`config.mk`:
```
export PLATFORM = sky130hd
export DESIGN_NAME = handle_linked_list_engine_top_flat
export DESIGN_NICKNAME = d
export VERILOG_FILES = /design/src/rtl/hlle_pkg.sv /design/src/rtl/hlle_in_if.sv /design/src/rtl/hlle_out_if.sv /design/src/rtl/handle_linked_list_engine_top.sv /design/src/flat_wrapper.sv
export SDC_FILE = /design/constraint.sdc
export NUM_CORES = 2
export LEC_CHECK = 0
export BUFFER_PORTS_ARGS = -buffer_cell sky130_fd_sc_hd__buf_2
export CAP_MARGIN = 20
export CORE_ASPECT_RATIO = 1.4
export CORE_MARGIN = 4
export CORE_UTILIZATION = 51
export DETAILED_ROUTE_END_ITERATION = 8
export MAX_ROUTING_LAYER = met4
export PLACE_DENSITY = 0.69
export SLEW_MARGIN = 20
export SYNTH_ARGS = -nofsm -noshare
export SYNTH_HDL_FRONTEND = slang
export SYNTH_SLANG_ARGS = --single-unit
```
`constraint.sdc`:
```
create_clock -name clk_i -period 6 [get_ports clk_i]
set_clock_uncertainty 0.05 [all_clocks]
set_input_delay 0.3 -clock clk_i [delete_from_list [all_inputs] [get_ports clk_i]]
set_output_delay 0.3 -clock clk_i [all_outputs]
set_load 0.1 [all_outputs]
```
`src/rtl/hlle_pkg.sv`:
```
package hlle_pkg;

  // Default pool size and fixed field widths.
  localparam int unsigned MAX_NODES_DEF = 64;
  localparam int unsigned OP_W          = 3;
  localparam int unsigned HANDLE_W      = 7;
  localparam int unsigned VALUE_W       = 32;
  localparam int unsigned STATUS_W      = 2;

  // Operation codes carried by the input transaction.
  typedef enum logic [OP_W-1:0] {
    OP_CLEAR      = 3'd0,
    OP_INS_AFTER  = 3'd1,
    OP_INS_BEFORE = 3'd2,
    OP_ERASE      = 3'd3,
    OP_DUMP       = 3'd4
  } op_e;

  // Status codes carried by the output transaction.
  typedef enum logic [STATUS_W-1:0] {
    ST_OK   = 2'd0,
    ST_FULL = 2'd1,
    ST_BAD  = 2'd2
  } status_e;

  // Microprogram addresses.
  typedef enum logic [3:0] {
    S_IDLE,
    S_CLR,
    S_INS_CHK,
    S_INS_FULL,
    S_INS_AB,
    S_INS_W1,
    S_INS_W2,
    S_ERS_CHK,
    S_ERS_AB,
    S_ERS_W,
    S_DMP_CHK,
    S_DMP_EMIT,
    S_DMP_EMPTY,
    S_FAIL_BAD,
    S_FAIL_FULL,
    S_NOP
  } step_e;

  // Jump conditions tested by a control word.
  typedef enum logic [2:0] {
    C_NONE,
    C_DISPATCH,
    C_BAD_ANCHOR,
    C_BAD_ERASE,
    C_FULL,
    C_EMPTY,
    C_MORE
  } cond_e;

  // Link table read address source.
  typedef enum logic [1:0] {
    RD_NONE,
    RD_HANDLE,
    RD_HEAD,
    RD_CHAIN
  } rd_e;

  // Datapath actions.
  typedef enum logic [2:0] {
    DP_NONE,
    DP_CLEAR,
    DP_LATCH_INS,
    DP_INS_NODE,
    DP_INS_LINK,
    DP_LATCH_ERS,
    DP_ERS_LINK,
    DP_DUMP_START
  } dp_e;

  // Kind of result written into the output register.
  typedef enum logic [2:0] {
    EM_NONE,
    EM_ACK,
    EM_NEW,
    EM_VALUE,
    EM_EMPTY,
    EM_BAD,
    EM_FULL
  } emit_e;

  // One control word of the microprogram.
  typedef struct packed {
    cond_e cond;
    step_e target;
    step_e nxt;
    rd_e   rd;
    dp_e   dp;
    emit_e emit;
  } uword_t;

  function automatic uword_t mk_uword(cond_e c, step_e t, step_e n, rd_e r, dp_e d, emit_e e);
    uword_t w;
    w.cond   = c;
    w.target = t;
    w.nxt    = n;
    w.rd     = r;
    w.dp     = d;
    w.emit   = e;
    return w;
  endfunction

  // Control store: taken jump goes to target, otherwise to nxt.
  function automatic uword_t ucode(step_e s);
    uword_t w;
    case (s)
      S_IDLE:      w = mk_uword(C_DISPATCH, S_IDLE, S_IDLE, RD_NONE, DP_NONE, EM_NONE);
      S_CLR:       w = mk_uword(C_NONE, S_IDLE, S_IDLE, RD_NONE, DP_CLEAR, EM_ACK);
      S_INS_CHK:   w = mk_uword(C_BAD_ANCHOR, S_FAIL_BAD, S_INS_FULL, RD_NONE, DP_NONE,
                                EM_NONE);
      S_INS_FULL:  w = mk_uword(C_FULL, S_FAIL_FULL, S_INS_AB, RD_HANDLE, DP_NONE, EM_NONE);
      S_INS_AB:    w = mk_uword(C_NONE, S_IDLE, S_INS_W1, RD_NONE, DP_LATCH_INS, EM_NONE);
      S_INS_W1:    w = mk_uword(C_NONE, S_IDLE, S_INS_W2, RD_NONE, DP_INS_NODE, EM_NONE);
      S_INS_W2:    w = mk_uword(C_NONE, S_IDLE, S_IDLE, RD_NONE, DP_INS_LINK, EM_NEW);
      S_ERS_CHK:   w = mk_uword(C_BAD_ERASE, S_FAIL_BAD, S_ERS_AB, RD_HANDLE, DP_NONE,
                                EM_NONE);
      S_ERS_AB:    w = mk_uword(C_NONE, S_IDLE, S_ERS_W, RD_NONE, DP_LATCH_ERS, EM_NONE);
      S_ERS_W:     w = mk_uword(C_NONE, S_IDLE, S_IDLE, RD_NONE, DP_ERS_LINK, EM_ACK);
      S_DMP_CHK:   w = mk_uword(C_EMPTY, S_DMP_EMPTY, S_DMP_EMIT, RD_HEAD, DP_DUMP_START,
                                EM_NONE);
      S_DMP_EMIT:  w = mk_uword(C_MORE, S_DMP_EMIT, S_IDLE, RD_CHAIN, DP_NONE, EM_VALUE);
      S_DMP_EMPTY: w = mk_uword(C_NONE, S_IDLE, S_IDLE, RD_NONE, DP_NONE, EM_EMPTY);
      S_FAIL_BAD:  w = mk_uword(C_NONE, S_IDLE, S_IDLE, RD_NONE, DP_NONE, EM_BAD);
      S_FAIL_FULL: w = mk_uword(C_NONE, S_IDLE, S_IDLE, RD_NONE, DP_NONE, EM_FULL);
      S_NOP:       w = mk_uword(C_NONE, S_IDLE, S_IDLE, RD_NONE, DP_NONE, EM_ACK);
      default:     w = mk_uword(C_NONE, S_IDLE, S_IDLE, RD_NONE, DP_NONE, EM_NONE);
    endcase
    return w;
  endfunction

  // Entry point of the microprogram for each operation.
  function automatic step_e dispatch(logic [OP_W-1:0] op);
    step_e s;
    case (op)
      OP_CLEAR:      s = S_CLR;
      OP_INS_AFTER:  s = S_INS_CHK;
      OP_INS_BEFORE: s = S_INS_CHK;
      OP_ERASE:      s = S_ERS_CHK;
      OP_DUMP:       s = S_DMP_CHK;
      default:       s = S_NOP;
    endcase
    return s;
  endfunction

endpackage

```
`src/rtl/hlle_in_if.sv`:
```
interface hlle_in_if import hlle_pkg::*; ();
  logic                       valid;
  logic                       ready;
  logic [OP_W-1:0]            operation;
  logic [HANDLE_W-1:0]        handle;
  logic signed [VALUE_W-1:0]  item_value;

  modport source (output valid, operation, handle, item_value, input ready);
  modport sink   (input valid, operation, handle, item_value, output ready);
endinterface

```
`src/rtl/hlle_out_if.sv`:
```
interface hlle_out_if import hlle_pkg::*; ();
  logic                       valid;
  logic                       ready;
  logic signed [VALUE_W-1:0]  out_value;
  logic [HANDLE_W-1:0]        new_handle;
  logic [STATUS_W-1:0]        status;
  logic                       empty_list;
  logic                       last;

  modport source (output valid, out_value, new_handle, status, empty_list, last,
                  input ready);
  modport sink   (input valid, out_value, new_handle, status, empty_list, last,
                  output ready);
endinterface

```
`src/rtl/handle_linked_list_engine_top.sv`:
```
// Channel | Dir | Payload                                          | Transactions
// in_i    | in  | operation, handle, item_value                    | one per operation
// out_o   | out | out_value, new_handle, status, empty_list, last  | one per op, N per dump
//
// A microcoded sequencer runs one operation at a time; input is taken in the idle step.
// Insert steps through anchor check, pool check, link latch and two table writes; erase
// through its check, link latch and one write; failures, clear and unknown ops emit directly.
// Dump emits one result per listed node, or one empty result; the walk is paced
// by the registered link table read.
// Reset is asynchronous; it clears the head links and live bits and sets the handle counter to one.
// A full output register stalls the sequencer on its emitting step until it is taken.
module handle_linked_list_engine_top
  import hlle_pkg::*;
#(
  parameter int unsigned MAX_NODES = MAX_NODES_DEF
) (
  input  logic           clk_i,
  input  logic           rst_ni,
  hlle_in_if.sink        in_i,
  hlle_out_if.source     out_o
);

  localparam int unsigned IW = $clog2(MAX_NODES + 1);
  localparam int unsigned CW = $clog2(MAX_NODES + 2);
  localparam int unsigned KW = $clog2(MAX_NODES);

  // Sequencer and control state.
  step_e                 step_q, step_d;
  uword_t                uw;
  logic [CW-1:0]         n_q, n_d;
  logic [KW-1:0]         k_q, k_d;
  logic [IW-1:0]         head_next_q, head_next_d;
  logic [IW-1:0]         head_prev_q, head_prev_d;
  logic [MAX_NODES:0]    alive_q, alive_d;
  logic                  out_valid_q, out_valid_d;

  // Operand and work registers.
  logic [OP_W-1:0]            op_q;
  logic [HANDLE_W-1:0]        h_q;
  logic signed [VALUE_W-1:0]  val_q;
  logic [IW-1:0]              a_q, a_d;
  logic [IW-1:0]              b_q, b_d;

  // Output register payload.
  logic signed [VALUE_W-1:0]  out_value_q, out_value_d;
  logic [HANDLE_W-1:0]        new_handle_q, new_handle_d;
  logic [STATUS_W-1:0]        status_q, status_d;
  logic                       empty_q, empty_d;
  logic                       last_q, last_d;

  // Link and value tables.
  logic [IW-1:0]              next_mem [0:MAX_NODES];
  logic [IW-1:0]              prev_mem [0:MAX_NODES];
  logic signed [VALUE_W-1:0]  val_mem  [0:MAX_NODES];
  logic [IW-1:0]              nxt_rd_q, prv_rd_q;
  logic signed [VALUE_W-1:0]  val_rd_q;
  logic                       rd_head_q;

  logic                       next_we, prev_we, val_we;
  logic [IW-1:0]              next_wa, next_wd, prev_wa, prev_wd, val_wa;
  logic [IW-1:0]              rd_addr;
  logic                       rd_en;

  logic                       accept, emit_busy, go, cond_hit;
  logic                       anchor_ok, pool_full, dump_last;
  logic [IW-1:0]              h_idx, n_idx, nxt_link, prv_link;

  assign uw        = ucode(step_q);
  assign h_idx     = h_q[IW-1:0];
  assign n_idx     = n_q[IW-1:0];

  // Head entry lives in registers; other entries come from the tables.
  assign nxt_link  = rd_head_q ? head_next_q : nxt_rd_q;
  assign prv_link  = rd_head_q ? head_prev_q : prv_rd_q;

  // Handle checks; a handle below the counter is within the pool.
  assign anchor_ok = (h_q == '0) || ((h_q < HANDLE_W'(n_q)) && alive_q[h_idx]);
  assign pool_full = (n_q > CW'(MAX_NODES));
  assign dump_last = (nxt_link == '0) || (k_q == KW'(MAX_NODES - 1));

  // Handshakes.
  assign in_i.ready = (step_q == S_IDLE);
  assign accept     = in_i.valid && in_i.ready;
  assign emit_busy  = out_valid_q && !out_o.ready;
  assign go         = (uw.emit == EM_NONE) || !emit_busy;

  // Jump condition select.
  always_comb begin
    case (uw.cond)
      C_BAD_ANCHOR: cond_hit = !anchor_ok;
      C_BAD_ERASE:  cond_hit = (h_q == '0) || !anchor_ok;
      C_FULL:       cond_hit = pool_full;
      C_EMPTY:      cond_hit = (head_next_q == '0);
      C_MORE:       cond_hit = !dump_last;
      default:      cond_hit = 1'b0;
    endcase
  end

  // Step counter with conditional jumps.
  always_comb begin
    step_d = step_q;
    if (uw.cond == C_DISPATCH) begin
      if (accept) begin
        step_d = dispatch(in_i.operation);
      end
    end else if (go) begin
      step_d = cond_hit ? uw.target : uw.nxt;
    end
  end

  always_ff @(posedge clk_i or negedge rst_ni) begin
    if (!rst_ni) begin
      step_q <= S_IDLE;
    end else begin
      step_q <= step_d;
    end
  end

  // Table read address.
  always_comb begin
    case (uw.rd)
      RD_HANDLE: rd_addr = h_idx;
      RD_HEAD:   rd_addr = head_next_q;
      RD_CHAIN:  rd_addr = nxt_link;
      default:   rd_addr = '0;
    endcase
  end
  assign rd_en = go && (uw.rd != RD_NONE);

  // Datapath actions selected by the control word.
  always_comb begin
    next_we     = 1'b0;
    next_wa     = '0;
    next_wd     = '0;
    prev_we     = 1'b0;
    prev_wa     = '0;
    prev_wd     = '0;
    val_we      = 1'b0;
    val_wa      = '0;
    a_d         = a_q;
    b_d         = b_q;
    n_d         = n_q;
    k_d         = k_q;
    alive_d     = alive_q;
    head_next_d = head_next_q;
    head_prev_d = head_prev_q;
    if (go) begin
      case (uw.dp)
        DP_CLEAR: begin
          alive_d     = '0;
          n_d         = CW'(1);
          head_next_d = '0;
          head_prev_d = '0;
        end
        DP_LATCH_INS: begin
          if (op_q == OP_INS_AFTER) begin
            a_d = h_idx;
            b_d = nxt_link;
          end else begin
            a_d = prv_link;
            b_d = h_idx;
          end
        end
        DP_INS_NODE: begin
          next_we = 1'b1;
          next_wa = n_idx;
          next_wd = b_q;
          prev_we = 1'b1;
          prev_wa = n_idx;
          prev_wd = a_q;
          val_we  = 1'b1;
          val_wa  = n_idx;
        end
        DP_INS_LINK: begin
          next_we        = 1'b1;
          next_wa        = a_q;
          next_wd        = n_idx;
          prev_we        = 1'b1;
          prev_wa        = b_q;
          prev_wd        = n_idx;
          alive_d[n_idx] = 1'b1;
          n_d            = n_q + CW'(1);
        end
        DP_LATCH_ERS: begin
          a_d = prv_link;
          b_d = nxt_link;
        end
        DP_ERS_LINK: begin
          next_we        = 1'b1;
          next_wa        = a_q;
          next_wd        = b_q;
          prev_we        = 1'b1;
          prev_wa        = b_q;
          prev_wd        = a_q;
          alive_d[h_idx] = 1'b0;
        end
        DP_DUMP_START: begin
          k_d = '0;
        end
        default: begin
        end
      endcase
      if (uw.emit == EM_VALUE) begin
        k_d = k_q + KW'(1);
      end
      // Writes to the head entry land in the head registers.
      if (next_we && (next_wa == '0)) begin
        head_next_d = next_wd;
      end
      if (prev_we && (prev_wa == '0)) begin
        head_prev_d = prev_wd;
      end
    end
  end

  // Output register load.
  always_comb begin
    out_valid_d  = out_valid_q && !out_o.ready;
    out_value_d  = out_value_q;
    new_handle_d = new_handle_q;
    status_d     = status_q;
    empty_d      = empty_q;
    last_d       = last_q;
    if (go && (uw.emit != EM_NONE)) begin
      out_valid_d  = 1'b1;
      out_value_d  = '0;
      new_handle_d = '0;
      status_d     = ST_OK;
      empty_d      = 1'b0;
      last_d       = 1'b1;
      case (uw.emit)
        EM_NEW:   new_handle_d = HANDLE_W'(n_q);
        EM_VALUE: begin
          out_value_d = val_rd_q;
          last_d      = dump_last;
        end
        EM_EMPTY: empty_d  = 1'b1;
        EM_BAD:   status_d = ST_BAD;
        EM_FULL:  status_d = ST_FULL;
        default: begin
        end
      endcase
    end
  end

  // Control registers.
  always_ff @(posedge clk_i or negedge rst_ni) begin
    if (!rst_ni) begin
      n_q         <= CW'(1);
      k_q         <= '0;
      head_next_q <= '0;
      head_prev_q <= '0;
      alive_q     <= '0;
      out_valid_q <= 1'b0;
    end else begin
      n_q         <= n_d;
      k_q         <= k_d;
      head_next_q <= head_next_d;
      head_prev_q <= head_prev_d;
      alive_q     <= alive_d;
      out_valid_q <= out_valid_d;
    end
  end

  // Payload registers.
  always_ff @(posedge clk_i) begin
    if (accept) begin
      op_q  <= in_i.operation;
      h_q   <= in_i.handle;
      val_q <= in_i.item_value;
    end
    a_q          <= a_d;
    b_q          <= b_d;
    out_value_q  <= out_value_d;
    new_handle_q <= new_handle_d;
    status_q     <= status_d;
    empty_q      <= empty_d;
    last_q       <= last_d;
  end

  // Tables: one write port each, registered read.
  always_ff @(posedge clk_i) begin
    if (next_we) begin
      next_mem[next_wa] <= next_wd;
    end
    if (prev_we) begin
      prev_mem[prev_wa] <= prev_wd;
    end
    if (val_we) begin
      val_mem[val_wa] <= val_q;
    end
    if (rd_en) begin
      nxt_rd_q  <= next_mem[rd_addr];
      prv_rd_q  <= prev_mem[rd_addr];
      val_rd_q  <= val_mem[rd_addr];
      rd_head_q <= (rd_addr == '0);
    end
  end

  assign out_o.valid      = out_valid_q;
  assign out_o.out_value  = out_value_q;
  assign out_o.new_handle = new_handle_q;
  assign out_o.status     = status_q;
  assign out_o.empty_list = empty_q;
  assign out_o.last       = last_q;

  // The sequencer must not move past an emitting step while the output is full.
  a_stall_holds: assert property (@(posedge clk_i) disable iff (!rst_ni)
      ((uw.emit != EM_NONE) && emit_busy) |=> (step_q == $past(step_q)))
    else $error("sequencer advanced while output stalled");

  // The handle counter stays within the pool plus one.
  a_counter_range: assert property (@(posedge clk_i) disable iff (!rst_ni)
      (n_q >= CW'(1)) && (n_q <= CW'(MAX_NODES + 1)))
    else $error("handle counter out of range");

  // When the head's next link is empty, its previous link is empty too.
  a_head_consistent: assert property (@(posedge clk_i) disable iff (!rst_ni)
      (head_next_q == '0) |-> (head_prev_q == '0))
    else $error("head links disagree on an empty list");

  // A granted handle is never beyond the pool.
  a_new_handle_range: assert property (@(posedge clk_i) disable iff (!rst_ni)
      out_valid_q |-> (new_handle_q <= HANDLE_W'(MAX_NODES)))
    else $error("new handle beyond pool");

  // An empty dump result is a single, error-free transaction.
  a_empty_result: assert property (@(posedge clk_i) disable iff (!rst_ni)
      (out_valid_q && empty_q) |-> (last_q && (status_q == ST_OK)))
    else $error("malformed empty dump result");

endmodule
```
`src/flat_wrapper.sv`:
```
// flat-port wrapper written by rule: the top's interface ports become plain ports
module handle_linked_list_engine_top_flat import hlle_pkg::*;
#(
  parameter int unsigned MAX_NODES = MAX_NODES_DEF
)
  (clk_i, rst_ni, in_i_valid, in_i_operation, in_i_handle, in_i_item_value, in_i_ready, out_o_valid, out_o_out_value, out_o_new_handle, out_o_status, out_o_empty_list, out_o_last, out_o_ready);
  hlle_in_if in_i_i ();
  hlle_out_if out_o_i ();
  input  logic clk_i;
  input  logic rst_ni;
  input wire logic [$bits(in_i_i.valid)-1:0] in_i_valid;
  input wire logic [$bits(in_i_i.operation)-1:0] in_i_operation;
  input wire logic [$bits(in_i_i.handle)-1:0] in_i_handle;
  input wire logic [$bits(in_i_i.item_value)-1:0] in_i_item_value;
  output wire logic [$bits(in_i_i.ready)-1:0] in_i_ready;
  output wire logic [$bits(out_o_i.valid)-1:0] out_o_valid;
  output wire logic [$bits(out_o_i.out_value)-1:0] out_o_out_value;
  output wire logic [$bits(out_o_i.new_handle)-1:0] out_o_new_handle;
  output wire logic [$bits(out_o_i.status)-1:0] out_o_status;
  output wire logic [$bits(out_o_i.empty_list)-1:0] out_o_empty_list;
  output wire logic [$bits(out_o_i.last)-1:0] out_o_last;
  input wire logic [$bits(out_o_i.ready)-1:0] out_o_ready;
  assign in_i_i.valid = in_i_valid;
  assign in_i_i.operation = in_i_operation;
  assign in_i_i.handle = in_i_handle;
  assign in_i_i.item_value = in_i_item_value;
  assign in_i_ready = in_i_i.ready;
  assign out_o_valid = out_o_i.valid;
  assign out_o_out_value = out_o_i.out_value;
  assign out_o_new_handle = out_o_i.new_handle;
  assign out_o_status = out_o_i.status;
  assign out_o_empty_list = out_o_i.empty_list;
  assign out_o_last = out_o_i.last;
  assign out_o_i.ready = out_o_ready;
  handle_linked_list_engine_top #(.MAX_NODES(MAX_NODES)) u_core (.clk_i(clk_i), .rst_ni(rst_ni), .in_i(in_i_i), .out_o(out_o_i));
endmodule
```
# --- After elaboration in Yosys (flattened, before gate mapping) ---
# Memories as Yosys holds them, arrays and structs flattened. A register that Yosys moved wholly into a read port is not among the register bits.
# Cells that the tools add are included.
word_totals:
  mem_bits_ro: 304
  word_cells: 157
  mem_bits_rw: 2990
  ff_bits: 197
  inputBits: 46
  n_memories: 4
  out_inout_bits: 45
classes:
  muxes: 50
  bitwise: 3
  eq_ne: 28
  n_addsub: 2
  n_lt_le_gt_ge: 6
  n_reduce_logical: 46
mem_list:
  columns: ["memory", "depth", "width", "read_ports", "rd_ports_with_merged_regs", "write_ports", "line_no", "text"]
  rows:
  - ["u_core.val_mem", 65, 32, 1, 1, 1, "handle_linked_list_engine_top.sv:54", "logic signed [VALUE_W-1:0] val_mem [0:MAX_NODES];"]
  - ["u_core.next_mem", 65, 7, 1, 1, 1, "handle_linked_list_engine_top.sv:52", "logic [IW-1:0] next_mem [0:MAX_NODES];"]
  - ["u_core.prev_mem", 65, 7, 1, 1, 1, "handle_linked_list_engine_top.sv:53", "logic [IW-1:0] prev_mem [0:MAX_NODES];"]
  - ["(name not given)", 16, 19, 1, 0, 0, "hlle_pkg.sv:112", "case (s)"]
op_table:
  columns: ["operator", "n"]
  rows:
  - ["one-hot mux 65 bit (3 select lines)", 1]
  - ["two-way mux 7 bit", 15]
  - ["one-hot mux 7 bit (2 select lines)", 7]
  - ["bitwise AND 65 bit", 1]
  - ["inverter 65 bit", 1]
  - ["OR 65 bit", 1]
  - ["zero test 7 bit", 6]
  - ["== test 3 bit, second input constant", 11]
  - ["== test 3 x 2 -> 1 bit, second input constant", 8]
  - ["one-hot mux 7 bit (3 select lines)", 1]
  - ["< comparator 7 x 8 -> 1 bit, second input constant", 2]
  - ["two-way mux 4 bit", 4]
  - ["one-hot mux 4 bit (4 select lines)", 1]
  - ["demux 1 bit (select 7 bit)", 2]
  - [">= comparator 7 x 1 -> 1 bit, second input constant", 2]
  - ["two-way mux 1 bit", 14]
  - ["AND reduction 2 bit", 7]
  - ["nonzero test 2 bit", 7]
  - ["== test 3 x 1 -> 1 bit, second input constant", 4]
  - ["two-way mux 6 bit", 2]
  - ["logical AND 1 bit", 9]
  - ["adder 7 x 1 -> 7 bit, second input constant", 1]
  - ["binary-select mux 1 bit (select 7 bit)", 1]
  - ["> comparator 7 bit, second input constant", 1]
  - ["other kinds (15)", 26]

# --- Depth between registers and ports, before layout ---
depth:
  ltp_word: 10
  ltp_mapped: 17
  ltp_nobuf: 11

# --- Least setup slack after synthesis ---
# No wires, ideal clock.
synth_path:
  path_type: "reg-to-reg"
  from: "register u_core.step_q[0]"
  to: "memory u_core.val_mem[64][0] (enable)"
  stages_incl_launch_ff: 11
  slack_ns: -0.016
  synth_period_minus_slack_ns: 6.016
  arrival_time_ns: 5.465
  setup_ns: 0.502
  t_required_ns: 5.448
  n_path_buf: 1
  path_cell_list: "dfrtp_1 > inv_1 > ha_1 > nand2_1 > nand2_1 > nor3_1 > nor2_1 > clkbuf_1 > nor3_1 > nand2_1 > nor4_1"
synth_via:
  elab_chain_cells: 6
  word_cells_on_any_way: 10
  cone_classes: "1 x eq/ne; 6 x mux; 2 x reduce/logical; 1 x memory"
synth_lines:
  columns: ["element", "line_no", "text"]
  rows:
  - ["from (decl)", "handle_linked_list_engine_top.sv:28", "step_e step_q, step_d;"]
  - ["from (signal assigned)", "handle_linked_list_engine_top.sv:115", "step_q <= step_d;"]
  - ["memory (16 x 19 bit) *", null, null]
  - ["== test 3 x 2 -> 1 bit / zero test 3 bit (equally long branches)", "handle_linked_list_engine_top.sv:148, handle_linked_list_engine_top.sv:85", null]
  - ["two-way mux 1 bit / logical OR 1 bit (equally long branches)", "handle_linked_list_engine_top.sv:148, handle_linked_list_engine_top.sv:85", null]
  - ["two-way mux 1 bit", "handle_linked_list_engine_top.sv:147", "if (go) begin"]
  - ["two-way mux 1 bit", "handle_linked_list_engine_top.sv:289", "if (val_we) begin"]
  - ["two-way mux 1 bit (implied by the code)", "handle_linked_list_engine_top.sv:290", "val_mem[val_wa] <= val_q;"]
  - ["to (decl)", "handle_linked_list_engine_top.sv:54", null]
# Mark *: on every way between the ends. The rest lies on a longest branch, timed or not.

# --- Worst setup path after layout ---
layout_path:
  from: "register u_core.step_q[2]"
  to: "register u_core.prv_rd_q[5] (read register of u_core.prev_mem) (data pin)"
layout_via:
  elab_chain_cells: 4
  word_cells_on_any_way: 9
  cone_classes: "3 x eq/ne; 1 x mux; 4 x reduce/logical; 1 x memory"
layout_lines:
  columns: ["element", "line_no", "text"]
  rows:
  - ["memory (16 x 19 bit) *", null, null]
  - ["parallel branches: the longest is 3 deep, another holds one-hot mux 7 bit (3 select lines)", null, null]
  - ["to (decl)", "handle_linked_list_engine_top.sv:55", "logic [IW-1:0] nxt_rd_q, prv_rd_q;"]
# Every way passes the cells marked *.
# A chain may end at the register's enable or synchronous reset.

==> reports/qor.txt <==
Drt initial violations - 12139
Yosys cell types - 77
CORE AREA - 248000 um^2
Row cnt - 216
Switch share - 32.6%
Final Power - 61.4 mW
Power Density - 427 nW/um^2
I/O pins - 91
Slew HR - 17.8%
Per-cell routed wire length - 32.8 um
Share of post-route cells with drive strength above 1 - 15.5%
TritonCTS Buffers - 300
Via density - 6.57
Final HPWL DP - 228000 um
Slew Limit Fails - 0
Reg area - 96600 um^2
Antenna violations before repair - 29
Setup Buffers After CTS - 0
Type of the most critical hold path - in2async
Vias - 77689
Yosys warns - 0
Worst VDD drop - 0.395 mV
Detailed Route WL - 388000 um
CTS clk-pin slew, worst paths - 0.07 ns
Drt first pass iters - 6
Synth area leaders - edfxtp_1 74%, mux4_2 6.2%, nand2_1 4.3%
Final #Nets - 8335
Fin crit period - 5.57 ns
CTS tree - done
#FFs+latches synth - 3233
Largest net degree at the start of global routing - 159
Count of final hold-check violations - 0
CP peak stage delay - 1.08 ns
Clk network pwr share - 31.0%
PortBufs - 90
Leak Pwr - 46.5 nW
CP startpoint kind - register
Root Driver - clkbuf_16
Async S/R FF share, synth - 3.00%
Initial core utilization - 51.3%
Max Freq - 180 MHz
Final ANT Viol Nets - 0
Synth area leader - edfxtp_1
Sinks on Clock Net - 3233
Worst Path Max Fanout - 88
Area occupied by multi-input gates - 29100 um^2
Status - complete, no violations
Share of the synthesized area in the top cell type - 74.1%
Mapped Cells - 8008
Tcrit/Tclk final - 92.8%
Drt drc - 0
Number of global-route vias before repair - 74925
Worst EP arrival - 6.11 ns
Flop pwr share - 44.1%
Skew-Pair Late Insertion Delay - 0.89 ns
RD Place Congestion - 0.906
CTS H-tree depth - 5
DIE AREA - 257000 um^2
# setup viols final - 0
Non-Filler Instances - 11818
Maxcap violations - 0
Die height - 599 um
Syn-to-layout area delta - 13.0%
RR Startpoint - u_core.step_q[2]$_DFFE_PN0P_
Setup slack, reg-to-reg - 0.43 ns
PostCTS Resize Cnt - 0
Placed cell count - 11196
Slowest-stage cell, CP - a211oi_1
GRT Overall Usage - 30.5%
Total grt overflow - 0
Combinational share of power - 24.9%
Synth cell count leaders - 3136 x edfxtp_1, 1465 x nand2_1, 647 x nand3_1, 350 x mux4_2, 297 x nor2_1
DIE WIDTH - 430 um
Int Pwr - 41.4 mW
Min Hold Slack - 0.0428 ns
CP required - 6.54 ns
Seq/Total Area, Yosys - 76.0%
Clock buffer depth - 4
Setup crit end kind - register
Cell Area, Synth - 127000 um^2
Worst Max-Slew Pin Slew - 1.23 ns
Synthesized area per cell - 15.9 um^2
Critical Setup Path Class - reg2reg
R2R Path End - u_core.prv_rd_q[5]$_DFFE_PP_
First-pass GRT wire length - 547000 um
Number of synthesized flops with an enable pin - 3136
Top_reg_cell synth - edfxtp_1
Fin Setup TNS - 0 ns
Critical path cell sequence - and3b_1 -> nand3_2 -> buf_4 -> nand2_4 -> buf_12 -> a211oi_1 -> a311oi_2 -> a31oi_1 -> nand3_1 -> a32oi_1 -> o21ai_0
Count leader, synth - edfxtp_1
Fillers - 18387
P_sw - 20.0 mW
Syn nets - 8068
Unrepaired setup endpoints after global routing - false
Path depth of the worst reg2reg path - 11
routing by layer:
metal	part of all wire, %	global-route usage, %
met1	34	36.4
met2	49	49.8
met3	10	5.41
met4	6.9	16.7
met5	0	-
power groups by stage:
stage               registers (mW)  clock network, mW  logic (mW)
floorplan                     28.4                  0        8.19
global placement              27.5                  0        14.8
detailed placement            27.5                  0        14.9
CTS                           27.1               19.1        15.0
global route                  27.1               20.1        16.0
finish                        27.1               19.0        15.3
placed cells by master, fill, tap and decap left out, types with 85 or more instances in the layout:
cell type / synthesis / layout
o21ai_0: 196 / 195
a211oi_1: 89 / 85
mux2i_1: 91 / 91
a21oi_1: 235 / 219
nor2_1: 297 / 216
buf_2: 167 / 89
mux4_2: 350 / 350
a22oi_1: 126 / 126
clkbuf_16: 0 / 309
a31oi_1: 138 / 138
nand3_1: 647 / 646
edfxtp_1: 3136 / 3136
and3_1: 98 / 97
buf_4: 24 / 273
dfrtp_1: 96 / 96
nand2_1: 1465 / 1460
worst max-delay path: cells and delay by family, from the launching register on:
family	cells	cell delay, ns
AO/OA/AOI/OAI	5	2.34
buffers and inverters	2	0.69
flip-flops	1	0.81
AND/OR/NAND/NOR	4	1.25
per-stage QoR:
stage / setup slack (ns) / area (um^2) / utilization [%]
final: 0.431 / 144000 / 58.0
after detailed placement: 0.619 / 133000 / 53.9
after global routing: 0.411 / 143000 / 58.0
after global placement: 0.642 / 133000 / 53.9
after CTS: 0.606 / 143000 / 57.9
after floorplan: 0.666 / 127000 / -
kinds of logic after synthesis:
family / after synthesis / share of synthesized area, %
adder cells (fa/ha/maj): 14 / 0.138
AO/OA/AOI/OAI: 1086 / 5.68
buffers and inverters: 509 / 1.80
flip-flops: 3233 / 76.0
AND/OR/NAND/NOR: 2702 / 9.23
multiplexers: 456 / 7.08
XOR/XNOR: 8 / 0.0551
registers in the layout (all words and copies together), names as in the netlist, 32 cells and up:
register / count
u_core.next_mem: 455
u_core.out_o.out_value: 32
u_core.val_q: 32
u_core.val_mem: 2080
u_core.val_rd_q: 32
u_core.prev_mem: 455
u_core.alive_q: 65
worst max path at each step:
stage                                       from                             to  slack [ns]  cells past startpoint
floorplan           u_core.step_q[3]$_DFFE_PN0P_   u_core.step_q[0]$_DFFE_PN0P_        0.67                      9
global placement    u_core.step_q[1]$_DFFE_PN0P_  u_core.val_rd_q[26]$_DFFE_PP_        0.64                     12
detailed placement  u_core.step_q[1]$_DFFE_PN0P_  u_core.val_rd_q[26]$_DFFE_PP_        0.62                     12
CTS                 u_core.step_q[1]$_DFFE_PN0P_  u_core.val_rd_q[26]$_DFFE_PP_        0.61                     12
global route        u_core.step_q[1]$_DFFE_PN0P_  u_core.val_rd_q[26]$_DFFE_PP_        0.41                     12
finish              u_core.step_q[2]$_DFFE_PN0P_   u_core.prv_rd_q[5]$_DFFE_PP_        0.43                     11
timing repair:
action | in CTS | in global routing
hold buffers | 46 | 0
endpoints found under the hold margin | 154 | 0
setup endpoints to repair | 0 | 0
layout make-up:
cell class                 count  area share (%)
antenna                       47          0.0819
clock buffer                 364            5.54
clock inverter               164            1.12
inverter                      13          0.0340
multi-input combinational   4266            20.3
sequential                  3233            67.3
tap                         3270            2.85
timing repair buffer         461            2.79
(Power assumes the default switching activity.)
